**config.mk**
```make
export PLATFORM = sky130hd
export DESIGN_NAME = led_strip_fill_and_flash_sequencer
export DESIGN_NICKNAME = d
export VERILOG_FILES = /design/src/rtl/lfs_pkg.sv /design/src/rtl/lfs_cfg_regs.sv /design/src/rtl/lfs_in_stage.sv /design/src/rtl/lfs_core.sv /design/src/rtl/lfs_out_stage.sv /design/src/rtl/led_strip_fill_and_flash_sequencer.sv
export SDC_FILE = /design/constraint.sdc
export NUM_CORES = 1
export LEC_CHECK = 0
export BUFFER_PORTS_ARGS = -buffer_cell sky130_fd_sc_hd__buf_2
export CORE_ASPECT_RATIO = 1.2
export CORE_MARGIN = 1
export CORE_UTILIZATION = 40
export DETAILED_ROUTE_END_ITERATION = 16
export GPL_ROUTABILITY_DRIVEN = 0
export MAX_ROUTING_LAYER = met4
export PLACE_DENSITY_LB_ADDON = 0.3
export SYNTH_ARGS = -nofsm -noshare
export SYNTH_HDL_FRONTEND = slang
export SYNTH_SLANG_ARGS = --single-unit
```
**constraint.sdc**
```tcl
create_clock -name clk -period 8.6 [get_ports clk]
set_input_delay 0.86 -clock clk [delete_from_list [all_inputs] [get_ports clk]]
set_output_delay 0.86 -clock clk [all_outputs]
set_load 0.02 [all_outputs]
```
**src/rtl/lfs_pkg.sv**
```systemverilog
package lfs_pkg;

  localparam int OP_W       = 3;
  localparam int TICK_W     = 16;
  localparam int RCOUNT_W   = 8;
  localparam int LED_W      = 8;
  localparam int COLOUR_W   = 4;
  localparam int BURST_W    = 9;
  localparam int CFG_IDX_W  = 3;
  localparam int CFG_DATA_W = 16;

  localparam int DEF_MAX_LEDS     = 255;
  localparam int DEF_COLOUR_COUNT = 9;

  localparam logic [TICK_W-1:0] TICK_MAX = {TICK_W{1'b1}};
  localparam logic [LED_W-1:0]  LED_MAX  = {LED_W{1'b1}};

  // Command codes; the two remaining codes are ignored.
  typedef enum logic [OP_W-1:0] {
    OP_TICK        = 3'd0,
    OP_TURN_ON     = 3'd1,
    OP_TURN_OFF    = 3'd2,
    OP_NEXT_COLOUR = 3'd3,
    OP_CLEAR       = 3'd4,
    OP_FLASH       = 3'd5
  } op_t;

  typedef enum logic [CFG_IDX_W-1:0] {
    CFG_ON_STEP_TICKS    = 3'd0,
    CFG_OFF_STEP_TICKS   = 3'd1,
    CFG_STRIP_LENGTH     = 3'd2,
    CFG_FLASH_ON_MIN     = 3'd3,
    CFG_FLASH_ON_MASK    = 3'd4,
    CFG_FLASH_GAP_MIN    = 3'd5,
    CFG_FLASH_GAP_MASK   = 3'd6,
    CFG_BURST_COUNT_MASK = 3'd7
  } cfg_idx_t;

  typedef struct packed {
    logic [OP_W-1:0]     op;
    logic [TICK_W-1:0]   rand_ticks;
    logic [RCOUNT_W-1:0] rand_count;
  } in_item_t;

  typedef struct packed {
    logic [LED_W-1:0]    lit_leds;
    logic [COLOUR_W-1:0] colour_index;
    logic                use_flash_colour;
  } out_item_t;

  typedef struct packed {
    logic [TICK_W-1:0]   on_step_ticks;
    logic [TICK_W-1:0]   off_step_ticks;
    logic [LED_W-1:0]    strip_length;
    logic [TICK_W-1:0]   flash_on_min;
    logic [TICK_W-1:0]   flash_on_mask;
    logic [TICK_W-1:0]   flash_gap_min;
    logic [TICK_W-1:0]   flash_gap_mask;
    logic [RCOUNT_W-1:0] burst_count_mask;
  } cfg_regs_t;

  localparam cfg_regs_t CFG_RESET = '{
    on_step_ticks:    16'd10,
    off_step_ticks:   16'd10,
    strip_length:     8'd64,
    flash_on_min:     16'd20,
    flash_on_mask:    16'd31,
    flash_gap_min:    16'd20,
    flash_gap_mask:   16'd31,
    burst_count_mask: 8'd3
  };

  // Minimum plus masked random bits, saturated at the field maximum.
  function automatic logic [TICK_W-1:0] sat_duration(input logic [TICK_W-1:0] minv,
                                                     input logic [TICK_W-1:0] mask,
                                                     input logic [TICK_W-1:0] rnd);
    logic [TICK_W:0] sum;
    sum = {1'b0, minv} + {1'b0, rnd & mask};
    return sum[TICK_W] ? TICK_MAX : sum[TICK_W-1:0];
  endfunction

endpackage

```
**src/rtl/lfs_cfg_regs.sv**
```systemverilog
module lfs_cfg_regs #(
  parameter int MAX_LEDS = lfs_pkg::DEF_MAX_LEDS
) (
  input  logic                             clk,
  input  logic                             rst_n,
  input  logic                             cfg_valid,
  output logic                             cfg_ready,
  input  logic [lfs_pkg::CFG_IDX_W-1:0]    cfg_index,
  input  logic [lfs_pkg::CFG_DATA_W-1:0]   cfg_data,
  output lfs_pkg::cfg_regs_t               cfg,
  output logic [lfs_pkg::LED_W-1:0]        eff_len
);
  import lfs_pkg::*;

  localparam logic [LED_W-1:0] MaxLedsC = LED_W'(MAX_LEDS);

  cfg_regs_t        cfg_r;
  logic [LED_W-1:0] clamped;

  assign cfg_ready = 1'b1;
  assign cfg       = cfg_r;

  always_ff @(posedge clk) begin
    if (!rst_n) begin
      cfg_r <= CFG_RESET;
    end else if (cfg_valid && cfg_ready) begin
      unique case (cfg_idx_t'(cfg_index))
        CFG_ON_STEP_TICKS:    cfg_r.on_step_ticks    <= cfg_data;
        CFG_OFF_STEP_TICKS:   cfg_r.off_step_ticks   <= cfg_data;
        CFG_STRIP_LENGTH:     cfg_r.strip_length     <= cfg_data[LED_W-1:0];
        CFG_FLASH_ON_MIN:     cfg_r.flash_on_min     <= cfg_data;
        CFG_FLASH_ON_MASK:    cfg_r.flash_on_mask    <= cfg_data;
        CFG_FLASH_GAP_MIN:    cfg_r.flash_gap_min    <= cfg_data;
        CFG_FLASH_GAP_MASK:   cfg_r.flash_gap_mask   <= cfg_data;
        CFG_BURST_COUNT_MASK: cfg_r.burst_count_mask <= cfg_data[RCOUNT_W-1:0];
        default: ;
      endcase
    end
  end

  // The strip length in use is clamped to the built maximum, and zero counts as one.
  assign clamped = (cfg_r.strip_length > MaxLedsC) ? MaxLedsC : cfg_r.strip_length;
  assign eff_len = (clamped == '0) ? LED_W'(1) : clamped;

endmodule

```
**src/rtl/lfs_in_stage.sv**
```systemverilog
module lfs_in_stage (
  input  logic              clk,
  input  logic              rst_n,
  input  logic              in_valid,
  output logic              in_stall,
  input  lfs_pkg::in_item_t in_data,
  input  logic              advance,
  output logic              s1_valid,
  output lfs_pkg::in_item_t s1_data
);
  import lfs_pkg::*;

  logic     s1_valid_r;
  in_item_t s1_data_r;

  // The register takes a new transaction whenever it is empty or its contents move on.
  assign in_stall = s1_valid_r && !advance;

  always_ff @(posedge clk) begin
    if (!rst_n) begin
      s1_valid_r <= 1'b0;
    end else if (!in_stall) begin
      s1_valid_r <= in_valid;
    end
  end

  always_ff @(posedge clk) begin
    if (!in_stall && in_valid) begin
      s1_data_r <= in_data;
    end
  end

  assign s1_valid = s1_valid_r;
  assign s1_data  = s1_data_r;

endmodule

```
**src/rtl/lfs_core.sv**
```systemverilog
module lfs_core #(
  parameter int COLOUR_COUNT = lfs_pkg::DEF_COLOUR_COUNT
) (
  input  logic                       clk,
  input  logic                       rst_n,
  input  logic                       step_en,
  input  lfs_pkg::in_item_t          item,
  input  lfs_pkg::cfg_regs_t         cfg,
  input  logic [lfs_pkg::LED_W-1:0]  eff_len,
  output logic                       res_valid,
  output lfs_pkg::out_item_t         res_data
);
  import lfs_pkg::*;

  localparam int ColW1 = COLOUR_W + 1;
  localparam logic [ColW1-1:0] ColourCountC = ColW1'(COLOUR_COUNT);

  logic                turning_on_r,  turning_on_nxt;
  logic                turning_off_r, turning_off_nxt;
  logic [LED_W-1:0]    lit_count_r,   lit_count_nxt;
  logic [TICK_W-1:0]   step_timer_r,  step_timer_nxt;
  logic [COLOUR_W-1:0] colour_r,      colour_nxt;
  logic                flashing_r,    flashing_nxt;
  logic                flash_lit_r,   flash_lit_nxt;
  logic [TICK_W-1:0]   flash_timer_r, flash_timer_nxt;
  logic [BURST_W-1:0]  flashes_left_r, flashes_left_nxt;

  logic [TICK_W-1:0]   step_inc;
  logic [TICK_W-1:0]   step_limit;
  logic [LED_W-1:0]    lit_inc;
  logic [LED_W-1:0]    lit_dec;
  logic [ColW1-1:0]    colour_inc;
  logic [COLOUR_W-1:0] colour_wrap;
  logic [TICK_W-1:0]   flash_timer_dec;
  logic [BURST_W-1:0]  flashes_dec;
  logic [TICK_W-1:0]   on_dur;
  logic [TICK_W-1:0]   gap_dur;

  assign step_inc        = (step_timer_r == TICK_MAX) ? TICK_MAX : step_timer_r + 1'b1;
  assign step_limit      = turning_on_r ? cfg.on_step_ticks : cfg.off_step_ticks;
  assign lit_inc         = (lit_count_r == LED_MAX) ? LED_MAX : lit_count_r + 1'b1;
  assign lit_dec         = (lit_count_r == '0) ? '0 : lit_count_r - 1'b1;
  assign colour_inc      = {1'b0, colour_r} + ColW1'(1);
  assign colour_wrap     = (colour_inc >= ColourCountC) ? '0 : colour_inc[COLOUR_W-1:0];
  assign flash_timer_dec = (flash_timer_r == '0) ? '0 : flash_timer_r - 1'b1;
  assign flashes_dec     = (flash_lit_r && flashes_left_r != '0) ? flashes_left_r - 1'b1
                                                                  : flashes_left_r;
  assign on_dur  = sat_duration(cfg.flash_on_min, cfg.flash_on_mask, item.rand_ticks);
  assign gap_dur = sat_duration(cfg.flash_gap_min, cfg.flash_gap_mask, item.rand_ticks);

  always_comb begin
    turning_on_nxt   = turning_on_r;
    turning_off_nxt  = turning_off_r;
    lit_count_nxt    = lit_count_r;
    step_timer_nxt   = step_timer_r;
    colour_nxt       = colour_r;
    flashing_nxt     = flashing_r;
    flash_lit_nxt    = flash_lit_r;
    flash_timer_nxt  = flash_timer_r;
    flashes_left_nxt = flashes_left_r;
    res_valid        = 1'b0;
    res_data         = '{lit_leds: eff_len, colour_index: colour_r, use_flash_colour: 1'b0};

    unique case (op_t'(item.op))
      OP_TICK: begin
        if (turning_on_r || turning_off_r) begin
          if (step_inc < step_limit) begin
            step_timer_nxt = step_inc;
          end else begin
            step_timer_nxt = '0;
            res_valid      = 1'b1;
            if (turning_on_r) begin
              lit_count_nxt     = lit_inc;
              res_data.lit_leds = lit_inc;
              if (lit_inc >= eff_len) begin
                turning_on_nxt = 1'b0;
              end
            end else begin
              lit_count_nxt     = lit_dec;
              res_data.lit_leds = lit_dec;
              if (lit_dec == '0) begin
                turning_off_nxt = 1'b0;
              end
            end
          end
        end else begin
          step_timer_nxt = '0;
          if (flashing_r) begin
            flash_timer_nxt = flash_timer_dec;
            if (flash_timer_dec == '0) begin
              flashes_left_nxt = flashes_dec;
              res_valid        = 1'b1;
              if (flashes_dec == '0) begin
                flashing_nxt = 1'b0;
              end else if (flash_lit_r) begin
                flash_timer_nxt = gap_dur;
                flash_lit_nxt   = 1'b0;
              end else begin
                flash_timer_nxt           = on_dur;
                flash_lit_nxt             = 1'b1;
                res_data.use_flash_colour = 1'b1;
              end
            end
          end
        end
      end
      OP_TURN_ON: begin
        if (!turning_on_r && !turning_off_r) begin
          turning_on_nxt = 1'b1;
          lit_count_nxt  = '0;
        end
      end
      OP_TURN_OFF: begin
        if (!turning_on_r && !turning_off_r) begin
          turning_off_nxt = 1'b1;
          lit_count_nxt   = eff_len;
        end
      end
      OP_NEXT_COLOUR: begin
        colour_nxt            = colour_wrap;
        res_valid             = 1'b1;
        res_data.colour_index = colour_wrap;
      end
      OP_CLEAR: begin
        turning_on_nxt    = 1'b0;
        turning_off_nxt   = 1'b0;
        lit_count_nxt     = '0;
        step_timer_nxt    = '0;
        res_valid         = 1'b1;
        res_data.lit_leds = '0;
      end
      OP_FLASH: begin
        flashing_nxt     = 1'b1;
        flashes_left_nxt = {1'b0, item.rand_count & cfg.burst_count_mask} + BURST_W'(1);
        flash_timer_nxt  = on_dur;
        flash_lit_nxt    = 1'b0;
      end
      default: ;
    endcase
  end

  always_ff @(posedge clk) begin
    if (!rst_n) begin
      turning_on_r   <= 1'b0;
      turning_off_r  <= 1'b0;
      lit_count_r    <= '0;
      step_timer_r   <= '0;
      colour_r       <= '0;
      flashing_r     <= 1'b0;
      flash_lit_r    <= 1'b0;
      flash_timer_r  <= '0;
      flashes_left_r <= '0;
    end else if (step_en) begin
      turning_on_r   <= turning_on_nxt;
      turning_off_r  <= turning_off_nxt;
      lit_count_r    <= lit_count_nxt;
      step_timer_r   <= step_timer_nxt;
      colour_r       <= colour_nxt;
      flashing_r     <= flashing_nxt;
      flash_lit_r    <= flash_lit_nxt;
      flash_timer_r  <= flash_timer_nxt;
      flashes_left_r <= flashes_left_nxt;
    end
  end

endmodule

```
**src/rtl/lfs_out_stage.sv**
```systemverilog
module lfs_out_stage (
  input  logic               clk,
  input  logic               rst_n,
  input  logic               s1_valid,
  input  logic               res_valid,
  input  lfs_pkg::out_item_t res_data,
  output logic               advance,
  output logic               out_valid,
  input  logic               out_stall,
  output lfs_pkg::out_item_t out_data
);
  import lfs_pkg::*;

  logic      out_valid_r;
  out_item_t out_data_r;

  // The item in the input register may be processed when the result register is free.
  assign advance = !out_valid_r || !out_stall;

  always_ff @(posedge clk) begin
    if (!rst_n) begin
      out_valid_r <= 1'b0;
    end else if (advance) begin
      out_valid_r <= s1_valid && res_valid;
    end
  end

  always_ff @(posedge clk) begin
    if (advance && s1_valid && res_valid) begin
      out_data_r <= res_data;
    end
  end

  assign out_valid = out_valid_r;
  assign out_data  = out_data_r;

endmodule

```
**src/rtl/led_strip_fill_and_flash_sequencer.sv**
```systemverilog
// A command transaction is held in the input register, then its redraw result in the result
// register, which drives the output; commands without a result only update state. One command
// is accepted per clock cycle, sustained, while the output does not stall.
// Reset: rst_n is synchronous and active low; it returns all configuration registers to
// their defaults and clears the sequencer state and both pipeline registers.
module led_strip_fill_and_flash_sequencer #(
  parameter int MAX_LEDS     = lfs_pkg::DEF_MAX_LEDS,
  parameter int COLOUR_COUNT = lfs_pkg::DEF_COLOUR_COUNT
) (
  input  logic                           clk,
  input  logic                           rst_n,
  input  logic                           in_valid,
  output logic                           in_stall,
  input  lfs_pkg::in_item_t              in_data,
  output logic                           out_valid,
  input  logic                           out_stall,
  output lfs_pkg::out_item_t             out_data,
  input  logic                           cfg_valid,
  output logic                           cfg_ready,
  input  logic [lfs_pkg::CFG_IDX_W-1:0]  cfg_index,
  input  logic [lfs_pkg::CFG_DATA_W-1:0] cfg_data
);
  import lfs_pkg::*;

  // Configuration registers; the effective strip length is derived from them in lfs_cfg_regs so that
  // the core sees a value already clamped to the built maximum.
  cfg_regs_t        cfg;
  logic [LED_W-1:0] eff_len;

  // Pipeline wiring between the input register, the sequencer core and the result register.
  logic      advance;
  logic      s1_valid;
  in_item_t  s1_data;
  logic      res_valid;
  out_item_t res_data;

  lfs_cfg_regs #(
    .MAX_LEDS (MAX_LEDS)
  ) u_cfg (
    .clk       (clk),
    .rst_n     (rst_n),
    .cfg_valid (cfg_valid),
    .cfg_ready (cfg_ready),
    .cfg_index (cfg_index),
    .cfg_data  (cfg_data),
    .cfg       (cfg),
    .eff_len   (eff_len)
  );

  // While a finished result is held on a stalled output, the input register can still take
  // one transaction; once both registers are full the input stalls until the output moves.
  lfs_in_stage u_in (
    .clk      (clk),
    .rst_n    (rst_n),
    .in_valid (in_valid),
    .in_stall (in_stall),
    .in_data  (in_data),
    .advance  (advance),
    .s1_valid (s1_valid),
    .s1_data  (s1_data)
  );

  // The core applies one command per cycle unless the output stalls: a single pass of small
  // counter updates and compares, with state written as the command leaves the input register.
  lfs_core #(
    .COLOUR_COUNT (COLOUR_COUNT)
  ) u_core (
    .clk       (clk),
    .rst_n     (rst_n),
    .step_en   (s1_valid && advance),
    .item      (s1_data),
    .cfg       (cfg),
    .eff_len   (eff_len),
    .res_valid (res_valid),
    .res_data  (res_data)
  );

  lfs_out_stage u_out (
    .clk       (clk),
    .rst_n     (rst_n),
    .s1_valid  (s1_valid),
    .res_valid (res_valid),
    .res_data  (res_data),
    .advance   (advance),
    .out_valid (out_valid),
    .out_stall (out_stall),
    .out_data  (out_data)
  );

`ifndef SYNTHESIS
  // An output that is not stalled always frees the pipeline for a new input transaction.
  a_no_stall_through: assert property (@(posedge clk) disable iff (!rst_n)
    !out_stall |-> !in_stall)
    else $error("input stalled while the output can move");

  // A result can only appear after a command sat in the input register.
  a_result_from_item: assert property (@(posedge clk) disable iff (!rst_n)
    $rose(out_valid) |-> $past(s1_valid))
    else $error("result appeared without a command");

  // A flash burst always redraws the full strip.
  a_flash_full: assert property (@(posedge clk) disable iff (!rst_n)
    out_valid && out_data.use_flash_colour |-> out_data.lit_leds == eff_len)
    else $error("flash redraw is not full length");

  // The colour index never leaves the palette.
  a_colour_range: assert property (@(posedge clk) disable iff (!rst_n)
    out_valid |-> ({1'b0, out_data.colour_index} < (COLOUR_W + 1)'(COLOUR_COUNT)))
    else $error("colour index outside the palette");
`endif

endmodule
```
Word level (Yosys, flattened, before mapping) --
Cells that the tools add are included.
Storage, ports and cells: flip-flop bits (word level) 211, input port bits 51, output and inout port bits 16, word-level logic and storage cells 176
Operators by class: add/sub/neg operators 9, order comparisons 4, eq/ne operators 24, multiplexer cells 61, bitwise operators 6, reduce and logical (&&, ||, !) cells 47
Operators with widths (count):
- $mux W16 | 12
- $mux W8 | 11
- $pmux W16 S2 | 2
- $mux W9 | 4
- $add A16 B16 Y17 | 2
- $and A16 B16 Y16 | 2
- $logic_not A16 Y1 | 2
- $pmux W8 S4 | 1
- $logic_not A8 Y1 | 3
- $mux W1 | 22
- $eq A3 B3 Y1 const B | 6
- $pmux W9 S2 | 1
- $reduce_and A2 Y1 | 9
- $add A16 B1 Y16 const B | 1
- $eq A16 B16 Y1 const B | 1
- $lt A16 B16 Y1 | 1
- $pmux W8 S2 | 1
- $sub A16 B1 Y16 const B | 1
- $eq A3 B2 Y1 const B | 4
- $ne A2 B1 Y1 const B | 6
- $reduce_and A6 Y1 | 2
- $reduce_and A5 Y1 | 2
- $add A8 B1 Y9 const B | 1
- $logic_not A9 Y1 | 1
- other kinds (28) | 53

Logic depth before layout (Yosys ltp) --
depth in word-level cells 10, depth in mapped cells 18, gate-level depth less buffers 16

Hierarchy --
A second synthesis with hierarchy kept.
Unflattened totals: cell total of the unflattened synthesis 1433, area total of the unflattened synthesis 12705.9 sq um
Modules (own cells, without submodules):
- lfs_core | times used 1, cells an instance 972, area each 7150.6 sq um
- lfs_cfg_regs | times used 1, cells an instance 411, area each 4254.1 sq um
- lfs_in_stage | times used 1, cells an instance 31, area each 858.3 sq um
- lfs_out_stage | times used 1, cells an instance 18, area each 436.7 sq um
- led_strip_fill_and_flash_sequencer | times used 1, cells an instance 1, area each 6.3 sq um

Worst setup path before layout --
OpenSTA, ideal clock, no wires.
path type register to register, from register u_core.turning_on_r, to register u_out.out_data_r (netlist bit u_out.out_data[0]) (enable), arrival 3721 ps, required time 8218 ps, slack 4496 ps, cell stages (with the launch flop) 14, period minus slack after synthesis 4104 ps, cells stage by stage dfxtp_1 -> clkbuf_1 -> clkbuf_1 -> clkbuf_1 -> mux2i_1 -> ha_1 -> nand4_1 -> nor2_1 -> o21ai_0 -> nor4b_2 -> o22a_1 -> o21ai_1 -> o211a_1 -> nor2_1
Between the ends: word-level cells in the longest chain between the ends 6, elaborated cells between the ends (all ways) 7, those cells by class order compare (1); mux (4); reduce/logical (2)
RTL lines:
- from (decl) | line lfs_core.sv:18 | logic turning_on_r, turning_on_nxt;
- from (signal assigned) | line lfs_core.sv:154 | turning_on_r <= turning_on_nxt;
- $mux W16 | line lfs_core.sv:40 | assign step_limit = turning_on_r ? cfg.on_step_ticks : cfg.off_step_ticks;
- $lt A16 B16 Y1 | line lfs_core.sv:67 | if (step_inc < step_limit) begin
- $mux W1 | line lfs_core.sv:67
- $mux W1 * | line lfs_core.sv:66 | if (turning_on_r || turning_off_r) begin
- $pmux W1 S2 * | line lfs_core.sv:64 | unique case (op_t'(item.op))
- $logic_and A1 B1 Y1 * | line lfs_out_stage.sv:29 | if (advance && s1_valid && res_valid) begin
- to (signal assigned) | line lfs_out_stage.sv:30 | out_data_r <= res_data;
- to (decl) | line lfs_out_stage.sv:15 | out_item_t out_data_r;
Every way passes the cells marked *; elsewhere a longest branch is shown, timed or not. A chain may end at the register's enable or synchronous reset.

Worst setup path in the final report --
from register u_core.step_timer_r[2], to register u_out.out_data_r (netlist bit u_out.out_data[0]) (enable)
Between the ends: word-level cells in the longest chain between the ends 7, elaborated cells between the ends (all ways) 8, those cells by class add/sub (1); order compare (1); eq/ne (1); mux (4); reduce/logical (1)
RTL lines:
- from (decl) | line lfs_core.sv:21 | logic [TICK_W-1:0] step_timer_r, step_timer_nxt;
- from (signal assigned) | line lfs_core.sv:157 | step_timer_r <= step_timer_nxt;
- $add A16 B1 Y16 / $eq A16 B16 Y1 (equally long branches) | line lfs_core.sv:39 | assign step_inc = (step_timer_r == TICK_MAX) ? TICK_MAX : step_timer_r + 1'b1;
- $mux W16 * | line lfs_core.sv:39
- $lt A16 B16 Y1 * | line lfs_core.sv:67
- $mux W1 * | line lfs_core.sv:67
- $mux W1 * | line lfs_core.sv:66
- $pmux W1 S2 * | line lfs_core.sv:64
- $logic_and A1 B1 Y1 * | line lfs_out_stage.sv:29
Marked as above.

==> flow_metrics.py <==
metrics = {
    "die": {
        "ios": 67,
        "die_area_um2": 31700,
        "core_area_um2": 30500,
        "num_rows": 70,
        "fp.dieH_um": 195,
        "die_w_um": 163,
        "start_util_pct": 40.6,
    },
    "layout": {
        "multi_input_area_um2": 7320,
        "n_fill_cell": 3058,
        "seqCellArea_um2": 4620,
        "drive_above_1_share_pct": 9.30,
        "n_antenna_cell": 0,
        "syn_to_final_growth_pct": 11.3,
        "nNetsFinal": 1680,
    },
    "routing": {
        "vias_per_cell": 5.69,
        "via_count": 11200,
        "drt_iter0_markers": 727,
        "routedWlPerCell_um": 17.6,
        "totalWireLength_mm": 34.8,
        "ant_nets": 0,
        "drt_first_pass_iters": 5,
        "drc_errors": 0,
    },
    "power_and_ir_drop": {
        "vdd_ir_drop_max_mv": 0.144,
        "leakagePower_nw": 5.40,
        "power_density_nw_per_um2": 175,
        "total_power_mw": 2.41,
    },
    "synth": {
        "synth_flop_cell": "dfxtp_1",
        "synth_seq_area_share_pct": 37.3,
        "synth_cell_types": 84,
        "ys_top_cells_by_area": "dfxtp_1 (28%), nand2_1 (9.8%), edfxtp_1 (9.7%), a21oi_1 (6.7%), ha_1 (6.5%)",
        "synth-seq-cells": 211,
        "syn_avg_cell_area_um2": 8.02,
        "synth_top_area_share_pct": 27.6,
        "postSynthCellCount": 1543,
        "yosysWarnings": 0,
        "synth_area_um2": 12400,
        "synth_area_leader_cell": "dfxtp_1",
        "synth_nets": 1660,
        "async_reset_ff_share_pct": 0,
        "synth_edf_count": 40,
    },
    "setup_path": {
        "path_max_fanout": 13,
        "crit_type": "reg -> reg",
        "cp-start-kind": "flop",
        "crit_required_ns": 8.75,
        "arrival_ns": 5.11,
        "critPathCaptureType": "flop",
    },
    "timing": {
        "fmax_mhz": 201,
        "final_hold_viol_count": 0,
        "finalSetupTns_ns": 0,
        "finClkSkew_ns": 0.0137,
        "rsz0062_at_grt": "no",
        "period_share_pct": 57.8,
        "setup_viol": 0,
        "post-route-min-period_ns": 4.97,
        "drv_slew": 0,
        "worst_pin_slew_ns": 1.04,
        "slew_headroom_pct": 30.9,
    },
    "clock_network": {
        "cts_repair_resize_count": 0,
        "cts_buffers": 26,
        "cts_max_level": 1,
        "clkTransAtPathRegs_ns": 0.06,
        "cts_root_buf": "clkbuf_16",
        "cts.sinks": 211,
        "clockBufferDepth": 3,
        "post_cts_buffers": 0,
        "hold_buffers": 0,
        "cts_tree": "done",
        "clk_latency_ns": 0.54,
    },
    "flow_run": {
        "drv_cap": 0,
    },
    "placement": {
        "io_buffers": 65,
        "dpl.hpwl_mm": 24.8,
    },
    "global_route": {
        "globalRoute.totalOverflow": 0,
        "grt_max_degree": 97,
        "grt_pass1_vias": 10500,
        "grt_pass1_wl_mm": 55.4,
        "antenna_found_initial": 0,
        "grt.total_usage_pct": 22.3,
    },
    "hold_path": {
        "hold_path_class": "reg -> reg",
    },
    "outcome": {
        "status": "completed",
    },
}
stage by stage:
stage	cells	instance area (um2)	setup WS, ns	utilization [%]	hold WS (ns)
floorplan	1543	12400	4.50	-	0.432
global placement	1931	13000	3.86	42.5	0.438
detailed placement	1931	13000	3.70	42.5	0.443
CTS	1977	13800	3.65	45.2	0.450
global route	1977	13800	3.19	45.2	0.465
finish	1977	13800	3.63	45.2	0.449
area by class of cell:
type	instances	area share, %
inverters	26	0.726
well taps	396	3.60
flip-flops and latches	211	33.6
clock buffers	37	5.38
repair buffers	77	3.01
multi-input cells	1221	53.1
clock inverters	9	0.617
cells by family (layout without fill, tap and decap cells):
family                   count (synthesis)  after routing  synth area share, %
AO/OA/AOI/OAI                          401            401                 20.6
XOR/XNOR                                56             56                 3.96
adder cells (fa/ha/maj)                 66             66                 6.79
buffers and inverters                  111            149                 3.66
flip-flops                             211            211                 37.3
multiplexers                            29             29                 2.38
other                                    1              1               0.0303
AND/OR/NAND/NOR                        668            668                 25.2
worst paths after layout:
kind,startpoint,end,slack [ns],depth (start not counted)
worst max register to register,u_core.step_timer_r[2]$_SDFFE_PN0P_,u_out.out_data[0]$_SDFFCE_PP0P_,3.63,16
worst min register to register,u_cfg.cfg[53]$_SDFFE_PN0P_,u_cfg.cfg[53]$_SDFFE_PN0P_,0.45,2
worst max-delay path,u_core.step_timer_r[2]$_SDFFE_PN0P_,u_out.out_data[0]$_SDFFCE_PP0P_,3.63,16
worst min-delay path,u_cfg.cfg[53]$_SDFFE_PN0P_,u_cfg.cfg[53]$_SDFFE_PN0P_,0.45,2
per-layer routing:
layer,vias to the layer above,wire length (um),track usage (%)
met2,292,17100,38.3
met3,64,1480,2.11
met1,5319,15300,27.3
met5,-,0,-
li1,5569,-,-
met4,0,901,7.13
worst max-delay path, cell delays in order (launching register included):
cell and delay, ns:
dfxtp_1 0.46, and4_1 0.35, nand3_1 0.20, nor2_1 0.25
nand3_1 0.20, nor2_1 0.16, xnor2_1 0.16, nand2_1 0.08
ha_1 0.32, nand4_1 0.12, nor2_1 0.20, o21ai_0 0.13
nor4b_2 0.47, o22a_1 0.25, o21ai_1 0.22, o211a_1 0.22
nor2_1 0.76
placed cells by master, fill, tap and decap left out, drive strengths merged, types with 4 or more instances in the layout:
cell	n
or3	8
nand2	323
xor2	23
nand3b	5
a22o	5
buf	77
and4	8
a31oi	11
o31ai	11
nor2b	12
nand2b	16
and2	39
o221ai	18
a41o	4
xnor2	33
clkinv	7
mux2i	25
and3	11
a21oi	167
nor2	98
o211ai	10
nor3b	4
ha	64
edfxtp	40
o21ai	59
o2111ai	4
nor3	42
dfxtp	171
nand4	14
mux2	4
a21o	23
a211oi	23
nand3	61
o21a	13
inv	26
clkbuf	37
o22ai	10
nor4	11
nor4b	4
a22oi	17
flip-flops by register name (all words and copies together), names as in the netlist:
register and count:
u_cfg.cfg 112, u_in.s1_data 27, u_core.flash_timer_r 16, u_core.step_timer_r 16, u_out.out_data 13, u_core.flashes_left_r 9, u_core.lit_count_r 8, u_core.colour_r 4
u_core.flash_lit_r 1, u_core.flashing_r 1, u_core.turning_off_r 1, u_core.turning_on_r 1, u_in.s1_valid 1, u_out.out_valid 1
synthesized netlist by cell type (4+ instances only):
cell and n:
a211oi_1 20, a21o_1 23, a21oi_1 166, a22o_1 5
a22oi_1 17, a31oi_1 11, a41o_1 4, and2_1 39
and3_1 11, and4_1 8, buf_1 7, buf_2 5
clkbuf_1 61, clkbuf_2 9, dfxtp_1 171, edfxtp_1 40
ha_1 64, inv_1 24, mux2_2 4, mux2i_1 25
nand2_1 323, nand2b_1 16, nand3_1 61, nand3b_1 5
nand4_1 14, nor2_1 97, nor2b_1 12, nor3_1 40
nor3b_1 4, nor4_1 8, o2111ai_1 4, o211ai_1 9
o21a_1 13, o21ai_0 48, o21ai_1 9, o221ai_1 17
o22ai_1 10, o31ai_1 11, or3_1 8, xnor2_1 33
xor2_1 23
report_power, final:
group	internal (mW)	leakage, nW	switching, mW	total, mW
sequential	1.04	1.76	0.0258	1.06
clock	0.628	0.409	0.431	1.06
combinational	0.105	3.23	0.187	0.292
No activity file was read; power rests on OpenSTA's default activity.
